$ cat src/rtl/lsf_pkg.sv
`timescale 1ns / 1ps

package lsf_pkg;

    // Field widths of the point and fit channels.
    localparam int X_W         = 16;
    localparam int Y_W         = 16;
    localparam int SLOPE_W     = 48;
    localparam int ICPT_W      = 48;
    localparam int COUNT_OUT_W = 11;

    // Fraction bits of the Q32.16 results.
    localparam int FRAC_W = 16;

    // Number of finished data sets the queue can hold.
    localparam int Q_DEPTH = 2;

    localparam logic signed [SLOPE_W-1:0] SAT_MAX = {1'b0, {(SLOPE_W - 1){1'b1}}};
    localparam logic signed [SLOPE_W-1:0] SAT_MIN = {1'b1, {(SLOPE_W - 1){1'b0}}};

    typedef enum logic [3:0] {
        BK_IDLE,
        BK_MUL_NSXY,
        BK_MUL_SXSY,
        BK_MUL_NSXX,
        BK_MUL_SXSX,
        BK_CHECK,
        BK_DIV_SLOPE,
        BK_MUL_SLOPE,
        BK_DIV_ICPT,
        BK_OUT
    } t_back_state;

    typedef struct packed {
        logic full;
        logic empty;
    } t_q_stat;

endpackage

$ cat src/rtl/lsf_queue.sv
`timescale 1ns / 1ps

module lsf_queue #(
    parameter int W = 8
) (
    input  logic             i_clk,
    input  logic             i_rst_n,
    input  logic             i_push,
    input  logic [W-1:0]     i_data,
    input  logic             i_pop,
    output logic [W-1:0]     o_data,
    output lsf_pkg::t_q_stat o_stat
);
    import lsf_pkg::*;

    localparam int DEPTH = Q_DEPTH;
    localparam int PTR_W = (DEPTH > 1) ? $clog2(DEPTH) : 1;
    localparam int CNT_W = $clog2(DEPTH + 1);

    logic [W-1:0]     r_mem [DEPTH];
    logic [PTR_W-1:0] r_wr, n_wr;
    logic [PTR_W-1:0] r_rd, n_rd;
    logic [CNT_W-1:0] r_cnt, n_cnt;
    logic             w_do_push;
    logic             w_do_pop;

    assign o_stat.full  = r_cnt == CNT_W'(DEPTH);
    assign o_stat.empty = r_cnt == '0;
    assign o_data       = r_mem[r_rd];

    assign w_do_push = i_push && !o_stat.full;
    assign w_do_pop  = i_pop && !o_stat.empty;

    always_comb begin
        n_wr  = r_wr;
        n_rd  = r_rd;
        n_cnt = r_cnt;
        if (w_do_push) begin
            n_wr = (r_wr == PTR_W'(DEPTH - 1)) ? '0 : r_wr + 1'b1;
        end
        if (w_do_pop) begin
            n_rd = (r_rd == PTR_W'(DEPTH - 1)) ? '0 : r_rd + 1'b1;
        end
        if (w_do_push && !w_do_pop) begin
            n_cnt = r_cnt + 1'b1;
        end else if (w_do_pop && !w_do_push) begin
            n_cnt = r_cnt - 1'b1;
        end
    end

    always_ff @(posedge i_clk) begin
        if (w_do_push) begin
            r_mem[r_wr] <= i_data;
        end
    end

    always_ff @(posedge i_clk) begin
        if (!i_rst_n) begin
            r_wr  <= '0;
            r_rd  <= '0;
            r_cnt <= '0;
        end else begin
            r_wr  <= n_wr;
            r_rd  <= n_rd;
            r_cnt <= n_cnt;
        end
    end

    a_no_push_full: assert property (@(posedge i_clk) disable iff (!i_rst_n)
        i_push |-> !o_stat.full)
        else $error("data set pushed into a full queue");

    a_no_pop_empty: assert property (@(posedge i_clk) disable iff (!i_rst_n)
        i_pop |-> !o_stat.empty)
        else $error("data set popped from an empty queue");

    a_cnt_range: assert property (@(posedge i_clk) disable iff (!i_rst_n)
        r_cnt <= CNT_W'(DEPTH))
        else $error("queue fill count out of range");

endmodule

$ cat config.mk
export PLATFORM = sky130hd
export DESIGN_NAME = lsf_queue
export DESIGN_NICKNAME = d
export VERILOG_FILES = /design/src/rtl/lsf_pkg.sv /design/src/rtl/lsf_queue.sv
export SDC_FILE = /design/constraint.sdc
export NUM_CORES = 1
export LEC_CHECK = 0
export BUFFER_PORTS_ARGS = -buffer_cell sky130_fd_sc_hd__buf_2
export CORE_UTILIZATION = 44
export DETAILED_ROUTE_END_ITERATION = 16
export PLACE_DENSITY = 0.69
export SYNTH_ARGS = -nofsm -noshare
export SYNTH_HDL_FRONTEND = slang
export SYNTH_SLANG_ARGS = --single-unit
$ cat constraint.sdc
create_clock -name i_clk -period 1.5 [get_ports i_clk]
set_clock_uncertainty 0.15 [all_clocks]
set_input_delay 0.225 -clock i_clk [delete_from_list [all_inputs] [get_ports i_clk]]
set_output_delay 0.225 -clock i_clk [all_outputs]
set_load 0.05 [all_outputs]
After elaboration in Yosys (flattened, before gate mapping)
Memory sizes are Yosys's and may differ from the RTL's. A register that Yosys moved wholly into a read port is not among the register bits.
Cells that the tools add are included.
{"block": "totals", "inputBits": 12, "n_memories": 1, "ramBits": 16, "elab_cells": 27, "register_bits": 4, "out_inout_bits": 10}
{"block": "op_classes", "addsub": 4, "reduce_logical": 10, "eq_ne": 1, "muxes": 8}
{"name": "r_mem", "words": 2, "width": 8, "rd": 1, "rd_ports_with_merged_regs": 1, "wr": 1, "line": "lsf_queue.sv:20", "source": "logic [W-1:0] r_mem [DEPTH];"}
{"operator": "$mux 1", "count": 6}
{"operator": "$logic_and 1x1->1", "count": 4}
{"operator": "$logic_not 1->1", "count": 4}
{"operator": "$mux 2", "count": 2}
{"operator": "$add 1x1->1 const B", "count": 2}
{"operator": "$add 2x1->2 const B", "count": 1}
{"operator": "$eq 2x2->1 const B", "count": 1}
{"operator": "$logic_not 2->1", "count": 1}
{"operator": "$reduce_bool 2->1", "count": 1}
{"operator": "$sub 2x1->2 const B", "count": 1}

Depth between registers and ports, before layout
{"block": "logic_depth", "depth_word": 7, "ltp_mapped": 7, "mapped_depth_nobuf": 7}

Worst setup path before layout
Ideal clock, no wire load.
{"block": "synth_path", "kind": "register -> register", "from": "reg r_cnt[0]", "to": "reg r_cnt[1]", "setup_time_ps": 70, "arrival_ps": 1559, "n_path_buf": 0, "stages_incl_launch_ff": 7, "path_slack_ps": -279, "required_time_ps": 1280, "synth_period_minus_slack_ps": 1779, "cell_sequence": "dfxtp_1 -> nand2b_1 -> inv_2 -> nor2_1 -> ha_1 -> or3_1 -> a21boi_1"}
{"element": "from (decl)", "line": "lsf_queue.sv:23", "source": "logic [CNT_W-1:0] r_cnt, n_cnt;"}
{"element": "from (signal assigned)", "line": "lsf_queue.sv:65", "source": "r_cnt <= n_cnt;"}

==> reports/results.tsv <==
metric	value	unit
maximum clock frequency	612	MHz
fraction of the cycle the final worst path needs	109	%
Post-Synthesis Cells	50	
total gr overflow	0	
cell at the slowest stage of the critical path	sky130_fd_sc_hd__dfxtp_2	
total die area	2020	um^2
top cell type's share of synthesized area	59.4	%
most common cell after layout, fill and taps aside	sky130_fd_sc_hd__edfxtp_1	
fin. max-slew vios	0	
pin slew with the least headroom to its limit	0.270	ns
startpoint kind of the worst setup timing path	register	
clock buffer depth	2	
violated checks	negative setup slack	
Reg area	587	um^2
critical path start-end classification	reg -> out	
crit end category	primary output	
nets in the synthesized netlist	63	
Clk Tree Root Cell	sky130_fd_sc_hd__clkbuf_4	
worst path setup slack after routing	-0.134	ns
placed inst area	1050	um^2
result of the run	finished with violations	
Synth-to-Final Area Change	66.0	%
first-pass GRT wire length	2290	um
iteration count of the initial detailed-routing pass	4	
site row count	15	
total I/O pin count	22	
commonest cells after routing, fill and taps aside	sky130_fd_sc_hd__edfxtp_1 (16), sky130_fd_sc_hd__buf_2 (11), sky130_fd_sc_hd__buf_8 (9)	
final number of setup-violating endpoints	9	
number of clock sinks seen by CTS	21	
Placer Congestion	0.687	
routed len/inst	13.3	um
clock-pin slew of the registers on the worst-case setup and hold paths	0.11	ns
Final Routed Wirelength	1600	um
count of synthesis-stage warnings from yosys	0	
Vias	564	
dominant cells by area after synthesis	sky130_fd_sc_hd__edfxtp_1 (59%), sky130_fd_sc_hd__dfxtp_1 (12%), sky130_fd_sc_hd__mux2_2 (11%), sky130_fd_sc_hd__and2_1 (2.3%), sky130_fd_sc_hd__xnor2_1 (2.2%)	
post-layout utilization of the core	77.8	%
core area	1730	um^2
Worst EP required	1.12	ns
worst hold-check path type	in -> reg	
fin crit period	1.63	ns
Final Hold Violating Endpoints	0	
average via count per standard cell	4.70	
initial antenna violation count	0	
max capacitance violation total	0	
clock tree from TritonCTS	done	
series of cell instances along the critical path	buf_6, mux2_4, buf_8	
die height	44.9	um
Antenna Diode Count	0	
DRC violation count after routing	0	
count of buffers inserted at the top-level ports	21	
largest net degree at the start of global routing	13	
mean instance size in the synthesized netlist	16.2	um^2
combined buffer and inverter count along the critical path	2	
Power Density	1840	nW/um^2
Max transition margin	81.9	%
category of cells accounting for the largest share of critical-path delay	flip-flops	
sequential cell area fraction in the yosys report	71.7	%
library cell occupying the most area in the post-synthesis netlist	sky130_fd_sc_hd__edfxtp_1	
Overall Global Routing Usage	17.3	%
Initial Utilization	46.9	%
worst-skew pair later-pin latency	0.29	ns
CTS buffer count	3	
total area of multi-input combinational cells	282	um^2
worst ir drop on vdd	1.19	mV
die outline width	44.9	um
via count of the first global-routing pass	574	
worst stage delay on the critical path	0.37	ns
HPWL after detailed placement	918	um
number of nets in the layout	109	
number of flip-flops and latches in the synthesized netlist	21	
Synth Cell Area	810	um^2
share of layout cells above drive strength 1	58.9	%
count of fill cells added during filler insertion	108	
Worst EP arrival	1.26	ns
worst-path fanout max	5	
leakage power figure	0.553	nW
Routed Antenna Nets	0	
Layout Cell Area excl Fill	1340	um^2
count of cell types in the netlist	20	
RSZ-0062 raised after global routing	yes	
1st-iter DRT viols	5	
level count of the clock H-tree	1	
==> flip-flops by register name (all words and copies together), names as in the netlist, named ones only <==
signal  cells
r_wr        1
r_rd        1
r_cnt       2
r_mem      16
==> synthesized netlist by cell type <==
master	n
sky130_fd_sc_hd__xnor2_1	2
sky130_fd_sc_hd__dfxtp_1	5
sky130_fd_sc_hd__a21boi_0	1
sky130_fd_sc_hd__inv_1	1
sky130_fd_sc_hd__or3_1	1
sky130_fd_sc_hd__xor2_1	1
sky130_fd_sc_hd__ha_1	1
sky130_fd_sc_hd__inv_2	1
sky130_fd_sc_hd__a21boi_1	1
sky130_fd_sc_hd__edfxtp_1	16
sky130_fd_sc_hd__o21ai_1	1
sky130_fd_sc_hd__buf_2	1
sky130_fd_sc_hd__and3_1	1
sky130_fd_sc_hd__nand2b_1	1
sky130_fd_sc_hd__mux2_2	8
sky130_fd_sc_hd__nor3_2	1
sky130_fd_sc_hd__o21a_1	1
sky130_fd_sc_hd__o21ai_0	1
sky130_fd_sc_hd__and2_1	3
sky130_fd_sc_hd__nor2_1	2
==> per-stage QoR <==
step | power, mW | cells | setup slack (ns) | TNS (ns) | hold slack, ns
final | 2.48 | 120 | -0.134 | -1.02 | 0.0362
after global routing | 2.60 | 120 | -0.182 | -1.50 | 0.0285
after CTS | 2.41 | 120 | -0.144 | -1.13 | 0.0246
after detailed placement | 1.82 | 107 | -0.0567 | -0.0567 | 0.267
after global placement | 1.80 | 107 | -0.0178 | -0.0178 | 0.262
after floorplan | 1.51 | 50 | -0.0962 | -0.0962 | 0.174
==> cell type report <==
type | count | area share [%]
flip-flops and latches | 21 | 43.7
inverters | 2 | 1.12
well taps | 25 | 2.33
clock buffers | 3 | 1.68
clock inverters | 1 | 0.372
multi-input cells | 26 | 20.9
repair buffers | 42 | 29.9
==> routing by layer <==
layer  track usage [%]  up-vias  part of all wire (%)
met5                 0        -                     0
met4              7.27        0                  0.69
met3              4.40        2                   4.2
met2              33.2       18                    58
met1              17.5      273                    37
li1                  -      271                     -
==> path summary, 6_finish.rpt <==
kind                            startpoint   endpoint  slack, ns  depth (start not counted)
worst min register to register        r_rd       r_rd       0.45                          2
worst min-delay path               i_rst_n       r_wr       0.04                          2
worst max-delay path              register  o_data[6]      -0.13                          3
worst max register to register    r_cnt[0]   r_cnt[1]      -0.06                          7
==> report_power, final <==
part           switching, mW  internal (mW)
clock network          0.158         0.0991
logic                  0.701          0.705
registers             0.0595          0.755
==> cells by family (layout without fill, tap and decap cells) <==
group                    after synthesis  in the layout  synth area share [%]
XOR/XNOR                               3              3                  3.25
buffers and inverters                  3             48                  1.54
AO/OA/AOI/OAI                          5              5                  4.02
AND/OR/NAND/NOR                        9              9                  6.80
flip-flops                            21             21                  71.7
adder cells (fa/ha/maj)                1              1                  1.55
multiplexers                           8              8                  11.1
==> what timing repair did <==
item                                    4_1_cts  5_1_grt
setup buffers                                 1        1
endpoints found under the setup margin       11       20
pin swaps                                     0        0
hold buffers                                  8        0
hold endpoints to repair                     16        0
resized for setup                            40       10
Power figures use the tool's default switching activity.
