**src/rtl/lsf_pkg.sv**
```systemverilog
`timescale 1ns / 1ps

package lsf_pkg;

    // Field widths of the point and fit channels.
    localparam int X_W         = 16;
    localparam int Y_W         = 16;
    localparam int SLOPE_W     = 48;
    localparam int ICPT_W      = 48;
    localparam int COUNT_OUT_W = 11;

    // Fraction bits of the Q32.16 results.
    localparam int FRAC_W = 16;

    // Number of finished data sets the queue can hold.
    localparam int Q_DEPTH = 2;

    localparam logic signed [SLOPE_W-1:0] SAT_MAX = {1'b0, {(SLOPE_W - 1){1'b1}}};
    localparam logic signed [SLOPE_W-1:0] SAT_MIN = {1'b1, {(SLOPE_W - 1){1'b0}}};

    typedef enum logic [3:0] {
        BK_IDLE,
        BK_MUL_NSXY,
        BK_MUL_SXSY,
        BK_MUL_NSXX,
        BK_MUL_SXSX,
        BK_CHECK,
        BK_DIV_SLOPE,
        BK_MUL_SLOPE,
        BK_DIV_ICPT,
        BK_OUT
    } t_back_state;

    typedef struct packed {
        logic full;
        logic empty;
    } t_q_stat;

endpackage

```
**src/rtl/lsf_point_if.sv**
```systemverilog
`timescale 1ns / 1ps

interface lsf_point_if;
    import lsf_pkg::*;

    logic                  valid;
    logic                  ready;
    logic signed [X_W-1:0] x_value;
    logic signed [Y_W-1:0] y_value;
    logic                  last_point;

    modport source (output valid, output x_value, output y_value, output last_point,
                    input ready);
    modport sink   (input valid, input x_value, input y_value, input last_point,
                    output ready);
endinterface

```
**src/rtl/lsf_front.sv**
```systemverilog
`timescale 1ns / 1ps

module lsf_front #(
    parameter int MAX_POINTS = 1024,
    localparam int CW     = $clog2(MAX_POINTS + 1),
    localparam int SXW    = lsf_pkg::X_W + CW,
    localparam int SXYW   = 2 * lsf_pkg::X_W + CW,
    localparam int SNAP_W = CW + 2 * SXW + 2 * SXYW
) (
    input  logic              i_clk,
    input  logic              i_rst_n,
    lsf_point_if.sink         i_point,
    input  lsf_pkg::t_q_stat  i_q_stat,
    output logic              o_push,
    output logic [SNAP_W-1:0] o_snap
);
    import lsf_pkg::*;

    logic [CW-1:0]            r_count, n_count, w_cnt;
    logic signed [SXW-1:0]    r_sx, n_sx, w_sx;
    logic signed [SXW-1:0]    r_sy, n_sy, w_sy;
    logic signed [SXYW-1:0]   r_sxy, n_sxy, w_sxy;
    logic signed [SXYW-1:0]   r_sxx, n_sxx, w_sxx;
    logic signed [2*X_W-1:0]  w_xy, w_xx;
    logic                     w_accept;
    logic                     w_room;

    assign i_point.ready = !i_q_stat.full;
    assign w_accept      = i_point.valid && i_point.ready;
    assign w_room        = r_count < CW'(MAX_POINTS);
    assign w_xy          = i_point.x_value * i_point.y_value;
    assign w_xx          = i_point.x_value * i_point.x_value;

    // Sums including the offered point; the point is dropped once the set is full.
    always_comb begin
        w_cnt = r_count;
        w_sx  = r_sx;
        w_sy  = r_sy;
        w_sxy = r_sxy;
        w_sxx = r_sxx;
        if (w_room) begin
            w_cnt = r_count + 1'b1;
            w_sx  = r_sx + SXW'(i_point.x_value);
            w_sy  = r_sy + SXW'(i_point.y_value);
            w_sxy = r_sxy + SXYW'(w_xy);
            w_sxx = r_sxx + SXYW'(w_xx);
        end
    end

    always_comb begin
        n_count = r_count;
        n_sx    = r_sx;
        n_sy    = r_sy;
        n_sxy   = r_sxy;
        n_sxx   = r_sxx;
        if (w_accept) begin
            if (i_point.last_point) begin
                n_count = '0;
                n_sx    = '0;
                n_sy    = '0;
                n_sxy   = '0;
                n_sxx   = '0;
            end else begin
                n_count = w_cnt;
                n_sx    = w_sx;
                n_sy    = w_sy;
                n_sxy   = w_sxy;
                n_sxx   = w_sxx;
            end
        end
    end

    assign o_push = w_accept && i_point.last_point;
    assign o_snap = {w_cnt, w_sx, w_sy, w_sxy, w_sxx};

    always_ff @(posedge i_clk) begin
        if (!i_rst_n) begin
            r_count <= '0;
            r_sx    <= '0;
            r_sy    <= '0;
            r_sxy   <= '0;
            r_sxx   <= '0;
        end else begin
            r_count <= n_count;
            r_sx    <= n_sx;
            r_sy    <= n_sy;
            r_sxy   <= n_sxy;
            r_sxx   <= n_sxx;
        end
    end

endmodule

```
**src/flat_wrapper.sv**
```systemverilog
// flat-port wrapper written by rule: the top's interface ports become plain ports
module lsf_front_flat import lsf_pkg::*;
#(
    parameter int MAX_POINTS = 1024,
    localparam int CW     = $clog2(MAX_POINTS + 1),
    localparam int SXW    = lsf_pkg::X_W + CW,
    localparam int SXYW   = 2 * lsf_pkg::X_W + CW,
    localparam int SNAP_W = CW + 2 * SXW + 2 * SXYW
)
  (i_clk, i_rst_n, i_q_stat, o_push, o_snap, i_point_valid, i_point_x_value, i_point_y_value, i_point_last_point, i_point_ready);
  lsf_point_if i_point_i ();
  input  logic i_clk;
  input  logic i_rst_n;
  input  lsf_pkg::t_q_stat i_q_stat;
  output logic o_push;
  output logic [SNAP_W-1:0] o_snap;
  input wire logic [$bits(i_point_i.valid)-1:0] i_point_valid;
  input wire logic [$bits(i_point_i.x_value)-1:0] i_point_x_value;
  input wire logic [$bits(i_point_i.y_value)-1:0] i_point_y_value;
  input wire logic [$bits(i_point_i.last_point)-1:0] i_point_last_point;
  output wire logic [$bits(i_point_i.ready)-1:0] i_point_ready;
  assign i_point_i.valid = i_point_valid;
  assign i_point_i.x_value = i_point_x_value;
  assign i_point_i.y_value = i_point_y_value;
  assign i_point_i.last_point = i_point_last_point;
  assign i_point_ready = i_point_i.ready;
  lsf_front #(.MAX_POINTS(MAX_POINTS)) u_core (.i_clk(i_clk), .i_rst_n(i_rst_n), .i_point(i_point_i), .i_q_stat(i_q_stat), .o_push(o_push), .o_snap(o_snap));
endmodule
```
**config.mk**
```make
export PLATFORM = sky130hd
export DESIGN_NAME = lsf_front_flat
export DESIGN_NICKNAME = d
export VERILOG_FILES = /design/src/rtl/lsf_pkg.sv /design/src/rtl/lsf_point_if.sv /design/src/rtl/lsf_front.sv /design/src/flat_wrapper.sv
export SDC_FILE = /design/constraint.sdc
export NUM_CORES = 2
export LEC_CHECK = 0
export BUFFER_PORTS_ARGS = -buffer_cell sky130_fd_sc_hd__buf_2
export CORE_ASPECT_RATIO = 0.75
export CORE_MARGIN = 10
export CORE_UTILIZATION = 55
export DETAILED_ROUTE_END_ITERATION = 8
export PLACE_DENSITY = 0.71
export RECOVER_POWER = 25
export SLEW_MARGIN = 20
export SYNTH_ARGS = -nofsm -noshare
export SYNTH_HDL_FRONTEND = slang
export SYNTH_SLANG_ARGS = --single-unit
```
**constraint.sdc**
```tcl
create_clock -name i_clk -period 11.1 [get_ports i_clk]
set_clock_uncertainty 0.05 [all_clocks]
set_input_delay 1.11 -clock i_clk [delete_from_list [all_inputs] [get_ports i_clk]]
set_output_delay 1.11 -clock i_clk [all_outputs]
set_load 0.005 [all_outputs]
```
-- Word level (Yosys, flattened, before mapping)
Index checks and enable logic that the tools add are counted.
- input bits: 38
- output and inout bits: 153
- word-level logic and storage cells: 26
- flip-flop bits (word level): 151
- multiplexer cells: 10
- $add $sub $neg: 5
- $lt $le $gt $ge: 1
- reductions and logical operators: 3
- multipliers: 2
- operator list (kind ; count):
    $mux 43 ; 4
    $mux 27 ; 4
    $add 43x32->43 ; 2
    $mul 16x16->32 ; 2
    $add 27x16->27 ; 2
    $mux 11 ; 2
    $add 11x1->11 const B ; 1
    $lt 11x11->1 const B ; 1
    $logic_and 1x1->1 ; 2
    $logic_not 1->1 ; 1

-- Depth between registers and ports, before layout
- depth after elaboration: 4
- mapped depth: 26
- gate-level depth less buffers: 25

-- Worst setup path after synthesis
Ideal clock, no wire load.
- kind: input -> output
- start: input port i_point_x_value[15]
- end: output port o_snap[82]
- stages: 25
- slack: 2.257 ns
- data required time: 9.940 ns
- path buffers: 3
- arrival time: 7.683 ns
- path through: clkbuf_1 -> clkbuf_1 -> clkbuf_1 -> nand2_1 -> inv_1 -> fa_1 -> inv_1 -> fa_1 -> fa_1 -> inv_1 -> fa_1 -> fa_1 -> inv_1 -> fa_1 -> inv_1 -> ha_1 -> and4_1 -> and3_1 -> nor2b_1 -> a2111oi_1 -> o31ai_2 -> a21o_1 -> o41a_1 -> xnor2_1 -> o21ai_0
- longest elaborated chain between the ends: 3
- RTL lines (element ; RTL line ; RTL):
    from (decl) ; flat_wrapper.sv:18 ; input wire logic [$bits(i_point_i.x_value)-1:0] i_point_x_value;
    $mul 16x16->32 ; lsf_front.sv:31 ; assign w_xy = i_point.x_value * i_point.y_value;
    $add 43x32->43 ; lsf_front.sv:45 ; w_sxy = r_sxy + SXYW'(w_xy);
    $mux 43 ; lsf_front.sv:41 ; if (w_room) begin
    to (decl) ; flat_wrapper.sv:16 ; output logic [SNAP_W-1:0] o_snap;
Every way passes these cells.

-- Final worst setup path
- start: input port i_point_x_value[0]
- end: output port o_snap[41]
- longest elaborated chain between the ends: 3
- RTL lines (element ; RTL line ; RTL):
    $mul 16x16->32 ; lsf_front.sv:32 ; assign w_xx = i_point.x_value * i_point.x_value;
    $add 43x32->43 ; lsf_front.sv:46 ; w_sxx = r_sxx + SXYW'(w_xx);
    $mux 43 ; lsf_front.sv:41 ;
Every way passes these cells.

==> flow_summary.yaml <==
yosys:
  ys_types: 84
  syn_area_mm2: 0.03384
  postSynthAreaPerCell_um2: 8.864
  async_reset_ff_share_pct: 0
  syn-num-nets: 4820
  ys_warn_count: 0
  synth_seq_cells: 151
  synthTopCellsByArea: "fa_1 39%, ha_1 11%, inv_1 9.1%, dfxtp_1 8.9%, nand2_1 4.8%"
  ys_seq_area_share_pct: 8.933
  ys.flop_type: "dfxtp_1"
  synth_cells: 3818
  synth_edf_count: 0
  synth.largest_area_cell: "fa_1"
  synth_top_area_share_pct: 38.63
clock_tree:
  clk_path_buf_depth: 2
  post_cts_buffers: 0
  numCtsBuffers: 17
  root_buffer: "clkbuf_16"
  cts_tree: "built"
  ctsHoldBuffers: 0
  post_cts_resized: 0
  h-tree-depth: 4
  cts.sinks: 151
  path_clk_slew_ns: 0.08
  clk_latency_ns: 0.51
routing:
  drt_pass1_iterations: 5
  drtAntennaViolNets: 0
  wl_um: 89020
  vias_per_cell: 5.493
  drc: 0
  vias: 25931
  initialDrtViolationCount: 1872
  wl_per_cell_um: 18.86
final_layout:
  layout_common_cells: "817 x inv_1, 653 x fa_1, 431 x nand2_1"
  final_common_cell: "inv_1"
  layout.nets: 4907
  layout-drive-gt1-share_pct: 7.223
  regArea_mm2: 0.003023
  multi_input_area_mm2: 0.02721
  syn2layout_area_growth_pct: 6.300
  post-route-util_pct: 59.26
  fillers: 5428
setup_path:
  cp_max_fo: 25
  crit_family: "adder cells"
  reg2reg_slack_ns: 1.16
  startpoint_type: "input port"
  crit_type: "in -> out"
  worst-path-stages: 25
  critPathArrivalTime_ns: 8.96
  max_stage_delay_ns: 1.00
  cpMaxStageDelayCell: "clkbuf_1"
  end_kind: "primary output"
  crit_required_ns: 9.94
  worstRegToRegCells: 7
  crit_path_frequent_cell: "fa_1"
  worstPathBufferInverterCount: 5
die:
  ios: 191
  die_y_um: 234.8
  fp.coreArea_mm2: 0.06070
  dieArea_mm2: 0.07195
  start_util_pct: 55.75
  die_w_um: 306.4
  row_count: 78
global_routing:
  grt_overflow_total: 0
  grt_util_all_layers_pct: 25.37
  grt_pass1_wl_um: 144800
  grt_pass1_vias: 26192
  grt_max_degree: 99
  antenna_found_initial: 4
place:
  place_congestion: 0.9295
  numPortBuffers: 189
  dp_hpwl_um: 69910
  pre_cts_ws_ns: 1.188
outcome:
  violations: "max-capacitance violations, max-slew violations"
  outcome: "finished, violations left"
run:
  maxCapViolCount: 4
sta:
  slew_violations: 205
  post-route-period-util_pct: 91.21
  fmax_ghz: 0.09878
  fin_hold_ws_ns: 0.4335
  finalCriticalPeriod_ns: 10.12
  layout_setup_ws_ns: 0.9760
  hold_viol: 0
  finalSetupViolCount: 0
  rsz0062_at_grt: "no"
  max_slew_margin_pct: -200.1
  tns_ns: 0
  worstMarginPinSlew_ns: 4.502
min_path:
  min_path_cells: 2
  min_path_type: "reg -> reg"
## cells by family (layout without fill, tap and decap cells)
group | after synthesis | count (layout) | synth area share [%]
buf+inv | 968 | 1068 | 10.74
fa+ha+maj | 964 | 964 | 50.13
simple gates | 945 | 945 | 13.53
compound gates | 613 | 613 | 11.88
flops | 151 | 151 | 8.933
xor+xnor | 145 | 145 | 3.753
mux | 32 | 32 | 1.035
other cells | 0 | 3 | 0
## Yosys cell counts, types with 9 or more instances
cell,instances
a21o_1,44
o21a_1,17
nor2b_1,121
nand2_1,433
o21bai_1,20
o211ai_1,11
xnor2_1,86
a22oi_1,97
a31oi_1,18
xor2_1,59
mux2_2,24
inv_1,818
o31ai_1,11
a21oi_1,98
nand3_1,26
o21ai_0,195
nand2b_1,21
and2_1,171
ha_1,311
and3_1,13
fa_1,653
a211oi_1,19
nor2_1,86
dfxtp_1,151
nor3_1,29
a21boi_0,9
clkbuf_1,142
## worst paths after layout
path | start | endpoint
worst max-delay path | i_point_x_value[0] | o_snap[41]
worst max register to register | u_core.r_count[10] | u_core.r_sxx[41]
worst min-delay path | u_core.r_sx[25] | u_core.r_sx[25]
worst min register to register | u_core.r_sx[25] | u_core.r_sx[25]
## layer usage
metal  track usage (%)  vias to the layer above  wire length, µm
met5                 0                        -               34
met3             5.306                       86             7385
met2             37.99                      828            38680
li1                  -                    12107                -
met1             36.80                    12906            41140
met4             6.791                        4             1781
## sequential cells by signal (all words and copies together) (netlist names)
register        count
u_core.r_count     11
u_core.r_sx        27
u_core.r_sxx       43
u_core.r_sxy       43
u_core.r_sy        27
## through the flow
stage / std cells / instance area [µm²]
floorplan: 3818 / 33840
global placement: 4686 / 35470
detailed placement: 4686 / 35470
CTS: 4718 / 36010
global route: 4720 / 35970
finish: 4721 / 35970
## worst reg2reg max path, cell delays in order (launching register included)
cell and delay (ns):
dfxtp_1 1.41, clkbuf_1 3.22, inv_2 1.82, o21ai_0 0.59, and2_0 0.72, clkbuf_1 1.62
a22o_1 0.37, a21o_1 0.08
## layout make-up
cell class	instances	share of cell area (%)
diodes	3	0.02087
inverters	819	8.546
flip-flops and latches	151	8.403
clock buffers	17	1.183
well taps	800	2.783
repair buffers	217	3.113
clock inverters	15	0.3235
multi-input cells	2699	75.63
Power is not shown: default switching activity piles up to over one toggle a cycle in this logic, so the estimate is an artifact.
